File: src/rtl/sha256_pkg.sv
package sha256_pkg;

  // one accepted input beat
  typedef struct packed {
    logic [31:0] msg_word;
    logic        start_message;
    logic        end_message;
  } in_item_t;

  // one digest beat
  typedef struct packed {
    logic [31:0] digest_word;
    logic        digest_last;
  } out_item_t;

  localparam int BLOCK_WORDS = 16;
  localparam int BLOCK_BITS  = 32 * BLOCK_WORDS;

  // a complete block handed from the front to the back
  typedef struct packed {
    logic                  restart;  // reload initial hash before this block
    logic                  emit;     // send the digest after this block
    logic [BLOCK_BITS-1:0] data;     // word zero in the top bits
  } blk_t;

  localparam logic [0:7][31:0] INIT_HASH = {
    32'h6a09e667, 32'hbb67ae85, 32'h3c6ef372, 32'ha54ff53a,
    32'h510e527f, 32'h9b05688c, 32'h1f83d9ab, 32'h5be0cd19
  };

  localparam logic [0:63][31:0] ROUND_K = {
    32'h428a2f98, 32'h71374491, 32'hb5c0fbcf, 32'he9b5dba5,
    32'h3956c25b, 32'h59f111f1, 32'h923f82a4, 32'hab1c5ed5,
    32'hd807aa98, 32'h12835b01, 32'h243185be, 32'h550c7dc3,
    32'h72be5d74, 32'h80deb1fe, 32'h9bdc06a7, 32'hc19bf174,
    32'he49b69c1, 32'hefbe4786, 32'h0fc19dc6, 32'h240ca1cc,
    32'h2de92c6f, 32'h4a7484aa, 32'h5cb0a9dc, 32'h76f988da,
    32'h983e5152, 32'ha831c66d, 32'hb00327c8, 32'hbf597fc7,
    32'hc6e00bf3, 32'hd5a79147, 32'h06ca6351, 32'h14292967,
    32'h27b70a85, 32'h2e1b2138, 32'h4d2c6dfc, 32'h53380d13,
    32'h650a7354, 32'h766a0abb, 32'h81c2c92e, 32'h92722c85,
    32'ha2bfe8a1, 32'ha81a664b, 32'hc24b8b70, 32'hc76c51a3,
    32'hd192e819, 32'hd6990624, 32'hf40e3585, 32'h106aa070,
    32'h19a4c116, 32'h1e376c08, 32'h2748774c, 32'h34b0bcb5,
    32'h391c0cb3, 32'h4ed8aa4a, 32'h5b9cca4f, 32'h682e6ff3,
    32'h748f82ee, 32'h78a5636f, 32'h84c87814, 32'h8cc70208,
    32'h90befffa, 32'ha4506ceb, 32'hbef9a3f7, 32'hc67178f2
  };

  function automatic logic [31:0] rotr(input logic [31:0] v, input int n);
    rotr = (v >> n) | (v << (32 - n));
  endfunction

  function automatic logic [31:0] bsig0(input logic [31:0] v);
    bsig0 = rotr(v, 2) ^ rotr(v, 13) ^ rotr(v, 22);
  endfunction

  function automatic logic [31:0] bsig1(input logic [31:0] v);
    bsig1 = rotr(v, 6) ^ rotr(v, 11) ^ rotr(v, 25);
  endfunction

  function automatic logic [31:0] ssig0(input logic [31:0] v);
    ssig0 = rotr(v, 7) ^ rotr(v, 18) ^ (v >> 3);
  endfunction

  function automatic logic [31:0] ssig1(input logic [31:0] v);
    ssig1 = rotr(v, 17) ^ rotr(v, 19) ^ (v >> 10);
  endfunction

endpackage

File: src/rtl/sha256_block_hash.sv
// SHA-256 compression of an already padded message.
// Input: a beat is taken when start is high and busy is low; item carries one
// big-endian 32-bit word, sixteen words per 512-bit block. start_message on a
// beat reloads the initial hash and makes that word the first of a new block;
// end_message on the sixteenth word of a block requests the digest, on any
// other word it is ignored.
// Output: done is high for one cycle per digest word, eight beats in a row,
// word zero first, digest_last on the eighth. The receiver cannot stall.
// The sixteenth word writes its block into the queue; the core takes it from
// the queue head once idle, runs 64 rounds at one round per cycle, adds the
// working variables into the chaining value, then sends the digest beats.
// The compression core sets the rate, including the time spent on digest beats.
// A two-block queue between the word gatherer and the core lets a new block
// fill while the previous one is hashed; busy is high while the queue is full.
// Reset clears the queue and the word count and loads the initial hash.
module sha256_block_hash
  import sha256_pkg::*;
(
  input  logic      clk,
  input  logic      rst,
  input  logic      start,
  input  in_item_t  item,
  output logic      busy,
  output logic      done,
  output out_item_t result
);

  logic take;
  logic push;
  blk_t push_blk;
  logic pop;
  blk_t head;
  logic not_empty;
  logic full;

  assign busy = full;
  assign take = start && !full;

  // word gathering
  sha256_front u_front (
    .clk  (clk),
    .rst  (rst),
    .take (take),
    .item (item),
    .push (push),
    .blk  (push_blk)
  );

  // block queue
  sha256_queue u_queue (
    .clk       (clk),
    .rst       (rst),
    .push      (push),
    .push_blk  (push_blk),
    .pop       (pop),
    .head      (head),
    .not_empty (not_empty),
    .full      (full)
  );

  // compression core
  sha256_back u_back (
    .clk       (clk),
    .rst       (rst),
    .blk       (head),
    .blk_valid (not_empty),
    .pop       (pop),
    .done      (done),
    .result    (result)
  );

endmodule

File: src/rtl/sha256_front.sv
module sha256_front
  import sha256_pkg::*;
(
  input  logic     clk,
  input  logic     rst,
  input  logic     take,
  input  in_item_t item,
  output logic     push,
  output blk_t     blk
);

  logic [3:0]            word_idx;
  logic                  restart_seen;
  logic [BLOCK_BITS-1:0] data;

  logic [3:0]            eff_idx;
  logic                  restart_eff;
  logic [BLOCK_BITS-1:0] data_next;

  // a start beat always becomes word zero of a fresh block
  assign eff_idx     = item.start_message ? 4'd0 : word_idx;
  assign restart_eff = item.start_message | restart_seen;
  assign data_next   = {data[BLOCK_BITS-33:0], item.msg_word};

  // block completes on the sixteenth beat
  assign push        = take && (eff_idx == 4'd15);
  assign blk.restart = restart_eff;
  assign blk.emit    = item.end_message;
  assign blk.data    = data_next;

  // word gathering
  always_ff @(posedge clk) begin
    if (rst) begin
      word_idx     <= 4'd0;
      restart_seen <= 1'b0;
    end else if (take) begin
      if (eff_idx == 4'd15) begin
        word_idx     <= 4'd0;
        restart_seen <= 1'b0;
      end else begin
        word_idx     <= eff_idx + 4'd1;
        restart_seen <= restart_eff;
      end
    end
  end

  // shift register, payload only
  always_ff @(posedge clk) begin
    if (take) begin
      data <= data_next;
    end
  end

endmodule

File: src/rtl/sha256_queue.sv
module sha256_queue
  import sha256_pkg::*;
(
  input  logic clk,
  input  logic rst,
  input  logic push,
  input  blk_t push_blk,
  input  logic pop,
  output blk_t head,
  output logic not_empty,
  output logic full
);

  blk_t       mem [2];
  logic       wr_ptr;
  logic       rd_ptr;
  logic [1:0] count;

  assign head      = mem[rd_ptr];
  assign not_empty = (count != 2'd0);
  assign full      = (count == 2'd2);

  // pointers and fill level
  always_ff @(posedge clk) begin
    if (rst) begin
      wr_ptr <= 1'b0;
      rd_ptr <= 1'b0;
      count  <= 2'd0;
    end else begin
      if (push) begin
        wr_ptr <= ~wr_ptr;
      end
      if (pop) begin
        rd_ptr <= ~rd_ptr;
      end
      if (push && !pop) begin
        count <= count + 2'd1;
      end else if (pop && !push) begin
        count <= count - 2'd1;
      end
    end
  end

  // storage
  always_ff @(posedge clk) begin
    if (push) begin
      mem[wr_ptr] <= push_blk;
    end
  end

endmodule

File: src/rtl/sha256_back.sv
module sha256_back
  import sha256_pkg::*;
(
  input  logic      clk,
  input  logic      rst,
  input  blk_t      blk,
  input  logic      blk_valid,
  output logic      pop,
  output logic      done,
  output out_item_t result
);

  localparam logic [1:0] ST_IDLE  = 2'd0;
  localparam logic [1:0] ST_ROUND = 2'd1;
  localparam logic [1:0] ST_ADD   = 2'd2;
  localparam logic [1:0] ST_EMIT  = 2'd3;

  logic [1:0]  state;
  logic [5:0]  round;
  logic [2:0]  out_idx;
  logic        emit;
  logic [31:0] chain [8];
  logic [31:0] v [8];
  logic [31:0] w [16];

  logic [31:0] t1;
  logic [31:0] t2;
  logic [31:0] w_new;
  logic [31:0] ch;
  logic [31:0] maj;

  assign pop = (state == ST_IDLE) && blk_valid;

  // one round and one schedule word per cycle
  always_comb begin
    ch    = (v[4] & v[5]) ^ (~v[4] & v[6]);
    maj   = (v[0] & v[1]) ^ (v[0] & v[2]) ^ (v[1] & v[2]);
    t1    = v[7] + bsig1(v[4]) + ch + ROUND_K[round] + w[0];
    t2    = bsig0(v[0]) + maj;
    w_new = ssig1(w[14]) + w[9] + ssig0(w[1]) + w[0];
  end

  // sequencer, chaining value and digest output
  always_ff @(posedge clk) begin
    if (rst) begin
      state   <= ST_IDLE;
      round   <= 6'd0;
      out_idx <= 3'd0;
      emit    <= 1'b0;
      done    <= 1'b0;
      for (int i = 0; i < 8; i++) begin
        chain[i] <= INIT_HASH[i];
      end
    end else begin
      done <= 1'b0;
      case (state)
        ST_IDLE: begin
          if (blk_valid) begin
            emit  <= blk.emit;
            round <= 6'd0;
            state <= ST_ROUND;
            if (blk.restart) begin
              for (int i = 0; i < 8; i++) begin
                chain[i] <= INIT_HASH[i];
              end
            end
          end
        end
        ST_ROUND: begin
          round <= round + 6'd1;
          if (round == 6'd63) begin
            state <= ST_ADD;
          end
        end
        ST_ADD: begin
          for (int i = 0; i < 8; i++) begin
            chain[i] <= chain[i] + v[i];
          end
          out_idx <= 3'd0;
          state   <= emit ? ST_EMIT : ST_IDLE;
        end
        ST_EMIT: begin
          done    <= 1'b1;
          out_idx <= out_idx + 3'd1;
          if (out_idx == 3'd7) begin
            state <= ST_IDLE;
          end
        end
        default: state <= ST_IDLE;
      endcase
    end
  end

  // working variables, schedule window and output beat
  always_ff @(posedge clk) begin
    if (state == ST_IDLE && blk_valid) begin
      for (int i = 0; i < 8; i++) begin
        v[i] <= blk.restart ? INIT_HASH[i] : chain[i];
      end
      for (int i = 0; i < 16; i++) begin
        w[i] <= blk.data[BLOCK_BITS - 1 - 32 * i -: 32];
      end
    end else if (state == ST_ROUND) begin
      v[7] <= v[6];
      v[6] <= v[5];
      v[5] <= v[4];
      v[4] <= v[3] + t1;
      v[3] <= v[2];
      v[2] <= v[1];
      v[1] <= v[0];
      v[0] <= t1 + t2;
      for (int i = 0; i < 15; i++) begin
        w[i] <= w[i + 1];
      end
      w[15] <= w_new;
    end
    if (state == ST_EMIT) begin
      result.digest_word <= chain[out_idx];
      result.digest_last <= (out_idx == 3'd7);
    end
  end

endmodule

File: config.mk
export PLATFORM = sky130hd
export DESIGN_NAME = sha256_block_hash
export DESIGN_NICKNAME = d
export VERILOG_FILES = /design/src/rtl/sha256_pkg.sv /design/src/rtl/sha256_block_hash.sv /design/src/rtl/sha256_front.sv /design/src/rtl/sha256_queue.sv /design/src/rtl/sha256_back.sv
export SDC_FILE = /design/constraint.sdc
export NUM_CORES = 2
export LEC_CHECK = 0
export CAP_MARGIN = 40
export CORE_MARGIN = 4
export CORE_UTILIZATION = 45
export CTS_BUF_LIST = sky130_fd_sc_hd__clkbuf_2
export DETAILED_ROUTE_END_ITERATION = 10
export DONT_BUFFER_PORTS = 1
export GPL_TIMING_DRIVEN = 1
export PLACE_DENSITY_LB_ADDON = 0.25
export RECOVER_POWER = 25
export SYNTH_ARGS = -nofsm -noshare
export SYNTH_HDL_FRONTEND = slang
export SYNTH_SLANG_ARGS = --single-unit
File: constraint.sdc
create_clock -name clk -period 124.7 [get_ports clk]
set_input_delay 18.705 -clock clk [delete_from_list [all_inputs] [get_ports clk]]
set_output_delay 18.705 -clock clk [all_outputs]
set_load 0.1 [all_outputs]
Word-level counts from Yosys, hierarchy flattened

Memories as Yosys holds them, arrays and structs flattened. A register that Yosys moved wholly into a read port is not among the register bits.
Index checks and enable logic that the tools add are counted.

Memories: 5
Output and inout port bits: 35
Logic and storage cells: 221
Bits of input ports: 37
Register bits: 503
ROM bits: 2,048
RAM bits: 2,052

Memories:

| name            | words | width | read ports | clocked after Yosys merged registers in | wr ports | line               | text |
|---|---|---|---|---|---|---|---|
| (no name shown) | 64    | 32    | 1          | 0                                       | 0        | sha256_back.sv:38  | `t1 = v[7] + bsig1(v[4]) + ch + ROUND_K[round] + w[0];` |
| u_queue.mem     | 2     | 514   | 1          | 1                                       | 1        | sha256_queue.sv:14 | `blk_t mem [2];` |
| u_back.w        | 16    | 32    | 16         | 0                                       | 16       | sha256_back.sv:24  | `logic [31:0] w [16];` |
| u_back.chain    | 8     | 32    | 9          | 1                                       | 8        | sha256_back.sv:22  | `logic [31:0] chain [8];` |
| u_back.v        | 8     | 32    | 8          | 0                                       | 8        | sha256_back.sv:23  | `logic [31:0] v [8];` |

Magnitude comparators: 1
Reductions and logical operators: 16
Muxes and demuxes: 83
Bitwise operators: 71
Add/sub/neg operators: 23
Equal/unequal tests: 10

Operators by type and width:

| kind                               | number |
|---|---|
| 2-to-1 mux 32 bit                  | 50 |
| adder 32 bit                       | 18 |
| XOR 32 bit                         | 9 |
| AND 32 bit                         | 5 |
| OR 1 bit                           | 41 |
| NOT 32 bit                         | 1 |
| OR 10 x 32 -> 32 bit               | 1 |
| OR 13 x 32 -> 32 bit               | 1 |
| OR 14 x 32 -> 32 bit               | 1 |
| OR 15 x 32 -> 32 bit               | 1 |
| OR 19 x 32 -> 32 bit               | 1 |
| OR 21 x 32 -> 32 bit               | 1 |
| OR 25 x 32 -> 32 bit               | 1 |
| OR 26 x 32 -> 32 bit               | 1 |
| OR 30 x 32 -> 32 bit               | 1 |
| OR 7 x 32 -> 32 bit                | 1 |
| XOR 32 x 22 -> 32 bit              | 1 |
| XOR 32 x 29 -> 32 bit              | 1 |
| 2-to-1 mux 1 bit                   | 21 |
| 2-to-1 mux 2 bit                   | 6 |
| one-hot mux 6 bit (2 select lines) | 1 |
| 2-to-1 mux 4 bit                   | 2 |
| one-hot mux 2 bit (4 select lines) | 1 |
| nonzero test 2 bit                 | 4 |
| 21 further kinds                   | 33 |

Longest topological paths before layout

Depth after elaboration: 9
Gate-level depth with buffers: 39
Gate-level depth less buffers: 36

Cells and area by module

A second synthesis with hierarchy kept.

Cells, all modules: 9,874
Area total of the unflattened synthesis: 127,274.6 µm²

By module, submodules not included:

| module            | seq. area each (µm²) | cells an instance | times used | area an instance (µm²) |
|---|---|---|---|---|
| sha256_back       | 31,680.4             | 7,708             | 1          | 73,048.8 |
| sha256_queue      | 30,969.7             | 1,621             | 1          | 39,277.7 |
| sha256_front      | 14,513.9             | 544               | 1          | 14,934.3 |
| sha256_block_hash | 0.0                  | 1                 | 1          | 13.8 |

Least setup slack after synthesis

No wires, ideal clock.

Path type: input to register
Start point: input item[1] (netlist name)
End point: memory u_queue.mem[0][0] (netlist name) (enable)
Stages: 4
Required time: 122.679 ns
Slack: 69.007 ns
Setup time: 2.021 ns
Buffers on the path: 0
Data arrival time: 53.671 ns
Cells stage by stage: nor2b_1 -> ha_1 -> nand4b_1 -> nor3_1

Word-level cells in the longest chain between the ends: 5

RTL lines:

| what                                   | line                    | text |
|---|---|---|
| from (decl)                            | sha256_block_hash.sv:22 | `input in_item_t item,` |
| 2-to-1 mux 4 bit                       | sha256_front.sv:21      | `assign eff_idx = item.start_message ? 4'd0 : word_idx;` |
| equality test 4 bit                    | sha256_front.sv:26      | `assign push = take && (eff_idx == 4'd15);` |
| logical AND 1 bit                      | sha256_front.sv:26      |  |
| 2-to-1 mux 1 bit                       | sha256_queue.sv:46      | `if (push) begin` |
| 2-to-1 mux 1 bit (implied by the code) | sha256_queue.sv:47      | `mem[wr_ptr] <= push_blk;` |
| to (decl)                              | sha256_queue.sv:14      |  |

No other way between the ends.

Worst setup path after layout

Start point: register u_queue.count[0]
End point: output busy

Word-level cells in the longest chain between the ends: 1

RTL lines:

| what                   | line                    | text |
|---|---|---|
| from (decl)            | sha256_queue.sv:17      | `logic [1:0] count;` |
| from (signal assigned) | sha256_queue.sv:37      | `count <= count + 2'd1;` |
| from (signal assigned) | sha256_queue.sv:39      | `count <= count - 2'd1;` |
| equality test 2 bit    | sha256_queue.sv:21      | `assign full = (count == 2'd2);` |
| to (decl)              | sha256_block_hash.sv:23 | `output logic busy,` |

No other way between the ends.

==> run_summary.xml <==
<?xml version="1.0" encoding="UTF-8"?>
<metrics>
  <group name="clock_tree">
    <metric name="cts-hold-fix-buffers" unit="">0</metric>
    <metric name="clk_root_buffer_cell" unit="">clkbuf_2</metric>
    <metric name="clock_tree.htree_level_count" unit="">6</metric>
    <metric name="clk_path_buf_depth" unit="">4</metric>
    <metric name="insertion_delay" unit="ns">2.12</metric>
    <metric name="path_clk_slew" unit="ns">0.11</metric>
    <metric name="tritoncts" unit="">done</metric>
    <metric name="clock_sinks" unit="">2588</metric>
    <metric name="post-cts-setup-buffers" unit="">0</metric>
    <metric name="cts.repair.resized" unit="">0</metric>
    <metric name="cts-buffers-inserted" unit="">656</metric>
  </group>
  <group name="min_path">
    <metric name="min-delay-path-class" unit="">flip-flop to flip-flop</metric>
  </group>
  <group name="timing">
    <metric name="rsz0062_at_grt" unit="">no</metric>
    <metric name="post-route-min-period" unit="ns">21.74</metric>
    <metric name="fmax" unit="GHz">0.0460</metric>
    <metric name="timing_hold_violations_final" unit="">0</metric>
    <metric name="worst_slack" unit="ns">102.96</metric>
    <metric name="timing.final.max_slew_violations" unit="">0</metric>
    <metric name="tightest_slew" unit="ns">0.995</metric>
    <metric name="setup_viol" unit="">0</metric>
    <metric name="timing.clock.skew" unit="ns">0.262</metric>
    <metric name="maxSlewHeadroom" unit="%">33.7</metric>
    <metric name="fin_tns_setup" unit="ns">0</metric>
    <metric name="fin_crit_sh" unit="%">17.4</metric>
  </group>
  <group name="grt">
    <metric name="first_global_vias" unit="">75900</metric>
    <metric name="wire_length_of_the_first_global_routing_pass" unit="mm">490</metric>
    <metric name="grt_util_all_layers" unit="%">23.5</metric>
    <metric name="antenna_violations_before_repair" unit="">18</metric>
    <metric name="grt_remaining_overflow" unit="">0</metric>
    <metric name="pin_count_of_the_biggest_net_entering_global_routing" unit="">147</metric>
  </group>
  <group name="layout">
    <metric name="post-route-util" unit="%">49.3</metric>
    <metric name="layout.nets" unit="">9792</metric>
    <metric name="drive_gt1_share" unit="%">13.6</metric>
    <metric name="stdcell_area" unit="µm²">132000</metric>
    <metric name="area_growth" unit="%">9.00</metric>
  </group>
  <group name="synth">
    <metric name="avgSynthCellArea" unit="µm²">13.8</metric>
    <metric name="most_frequently_used_flop_master_after_synthesis" unit="">edfxtp_1</metric>
    <metric name="synth-warning-count" unit="">0</metric>
    <metric name="synth_seq_cells" unit="">2588</metric>
    <metric name="post_synth_instance_area" unit="µm²">121000</metric>
    <metric name="synth_async_sr_flop_share" unit="%">0</metric>
    <metric name="seq_area_frac_synth" unit="%">63.7</metric>
    <metric name="post_synth_edffs" unit="">2533</metric>
    <metric name="synthCells" unit="">8773</metric>
    <metric name="synth.distinct_cells" unit="">90</metric>
    <metric name="synthesis.nets" unit="">9403</metric>
  </group>
  <group name="detailed_routing">
    <metric name="detail_route.drc_violations" unit="">0</metric>
    <metric name="antenna_violating_nets_post_route" unit="">0</metric>
    <metric name="routed_wire_length" unit="mm">332</metric>
    <metric name="route.vias.total" unit="">75000</metric>
    <metric name="drt_iter0_markers" unit="">6111</metric>
    <metric name="post_drt_via_cell_ratio" unit="">5.68</metric>
    <metric name="detail_route.first_pass.iterations" unit="">6</metric>
    <metric name="drt-wirelength-per-cell" unit="µm">25.2</metric>
  </group>
  <group name="floorplan">
    <metric name="io-pin-count" unit="">72</metric>
    <metric name="die_w" unit="µm">527</metric>
    <metric name="chipHeight" unit="µm">527</metric>
    <metric name="row_count" unit="">190</metric>
    <metric name="core_area" unit="µm²">268000</metric>
    <metric name="initial_cell_density_of_the_core" unit="%">45.2</metric>
    <metric name="die_area" unit="µm²">277000</metric>
  </group>
  <group name="worst_setup_path">
    <metric name="critical_path_class" unit="">flip-flop to output pin</metric>
    <metric name="critPathTopFamily" unit="">buffers and inverters</metric>
    <metric name="cp_slowest_stage_delay" unit="ns">0.61</metric>
    <metric name="cp_slowest_cell" unit="">inv_1</metric>
    <metric name="critical_path.endpoint_type" unit="">output pin</metric>
    <metric name="required" unit="ns">105.99</metric>
    <metric name="worst_ep_arrival_time" unit="ns">3.03</metric>
    <metric name="worst_setup_path_start_kind" unit="">flip-flop</metric>
    <metric name="critical_path_peak_fanout" unit="">4</metric>
    <metric name="cp_num_buf_inv" unit="">1</metric>
    <metric name="crit_path_cell_trace" unit="">nand2b_1 &gt; inv_1</metric>
  </group>
  <group name="placement">
    <metric name="pre_cts_ws" unit="ns">101.40</metric>
    <metric name="placement.cell_area" unit="µm²">126000</metric>
    <metric name="buffer_ports.inserted" unit="">0</metric>
    <metric name="place.detailed.hpwl" unit="mm">228</metric>
    <metric name="gp_routability_congestion" unit="">0.947</metric>
  </group>
  <group name="run">
    <metric name="max_cap_viol_count" unit="">0</metric>
  </group>
  <group name="outcome">
    <metric name="result_of_the_run" unit="">finished clean</metric>
  </group>
</metrics>
-- layer usage --
layer / vias to the layer above / global-route usage [%] / wire (µm)
met5: - / 0 / 77
met2: 2645 / 38.4 / 159000
met4: 12 / 12.2 / 17700
li1: 34100 / - / -
met1: 37500 / 29.9 / 135000
met3: 679 / 4.41 / 20100
-- logic make-up (layout without fill, tap and decap cells) --
kind of cell	after synthesis	after routing	synth area share, %
flops	2588	2588	63.7
compound gates	2017	2017	10.4
simple gates	1673	1673	6.04
buf+inv	666	1522	2.07
mux	661	661	6.28
fa+ha+maj	618	618	7.54
xor+xnor	550	550	3.99
other cells	0	19	0
-- placed cells by master (no fill, tap or decap), types with 27 or more instances in the layout --
master / instances
edfxtp_1: 2533
clkbuf_2: 888
nand2_1: 865
o21ai_0: 709
mux2i_1: 522
a21oi_1: 419
ha_1: 398
xnor2_1: 391
nor2_1: 339
inv_1: 240
fa_1: 195
a21o_1: 168
clkinv_1: 158
xor2_1: 158
o22a_1: 107
buf_4: 99
o21ai_1: 94
nor3_1: 91
a22o_1: 90
nand2b_1: 72
nand3_1: 72
mux4_2: 72
mux2_2: 67
o21a_1: 65
a211oi_1: 62
nor2b_1: 50
o21bai_1: 48
dfxtp_1: 46
o211ai_1: 40
or3_1: 33
a31oi_1: 33
and3_1: 30
buf_16: 28
o31ai_1: 27
-- final cells by class --
type	instances	area, µm²
diodes	19	47.5
clock buffers	888	4440
clock inverters	237	1520
fillers	23100	136000
inverters	246	943
multi-input cells	5519	41500
flip-flops and latches	2588	77200
well taps	3552	4440
repair buffers	151	1900
-- flip-flops by register name, summed over array words and instances (netlist names), 2 cells and up, named ones only --
signal            count
u_back.v            256
u_front.data        480
u_back.state          2
u_back.out_idx        3
u_queue.count         2
u_queue.mem        1028
u_back.result        33
u_back.chain        256
u_back.round          6
u_front.word_idx      4
u_back.w            512
-- cells in the mapped netlist, types with 52 or more instances --
| master | n | area share [%] |
|---|---|---|
| a211oi_1 | 62 | 0.38 |
| o22a_1 | 107 | 0.77 |
| a21o_1 | 168 | 1.0 |
| dfxtp_1 | 55 | 0.91 |
| xor2_1 | 158 | 1.1 |
| a21oi_1 | 420 | 1.7 |
| clkbuf_1 | 389 | 1.2 |
| o21ai_1 | 94 | 0.39 |
| mux4_2 | 72 | 1.3 |
| mux2_2 | 67 | 0.62 |
| nand2_1 | 867 | 2.7 |
| a22o_1 | 90 | 0.65 |
| mux2i_1 | 522 | 4.3 |
| nand2b_1 | 75 | 0.39 |
| nand3_1 | 72 | 0.30 |
| o21a_1 | 66 | 0.41 |
| edfxtp_1 | 2533 | 63 |
| nor2b_1 | 52 | 0.27 |
| inv_1 | 245 | 0.76 |
| nor2_1 | 341 | 1.1 |
| ha_1 | 398 | 4.1 |
| o21ai_0 | 709 | 2.9 |
| fa_1 | 195 | 3.2 |
| nor3_1 | 92 | 0.38 |
| xnor2_1 | 391 | 2.8 |
-- metrics by stage --
step | hold WS (ns) | instances
floorplan | 0.421 | 8773
global placement | 0.428 | 12000
detailed placement | 0.436 | 12000
CTS | 0.344 | 13200
global route | 0.372 | 13200
finish | 0.382 | 13200
-- worst reg2reg max path: cells and delay by family, from the launching register on --
kind | cells | cell delay (ns)
and+or+nand+nor | 6 | 1.74
DFF | 1 | 0.33
buffers and inverters | 2 | 0.79
AOI/OAI and AO/OA | 14 | 3.32
xor gates and xnor gates | 2 | 0.88
adders and majority gates | 7 | 3.42
-- path summary, 6_finish.rpt --
path                                                    start                    endpoint  slack, ns  cells past startpoint
worst max-delay path            u_queue.count[0]$_SDFFE_PP0P_                        busy     102.96                      2
worst min-delay path               u_front.data[61]$_DFFE_PP_  u_front.data[93]$_DFFE_PP_       0.38                      0
worst min register to register     u_front.data[61]$_DFFE_PP_  u_front.data[93]$_DFFE_PP_       0.38                      0
worst max register to register   u_back.round[1]$_SDFFE_PP0P_   u_back.v[0][30]$_DFFE_PP_     114.08                     31
Power is not shown: default switching activity piles up to over one toggle a cycle in this logic, so the estimate is an artifact.
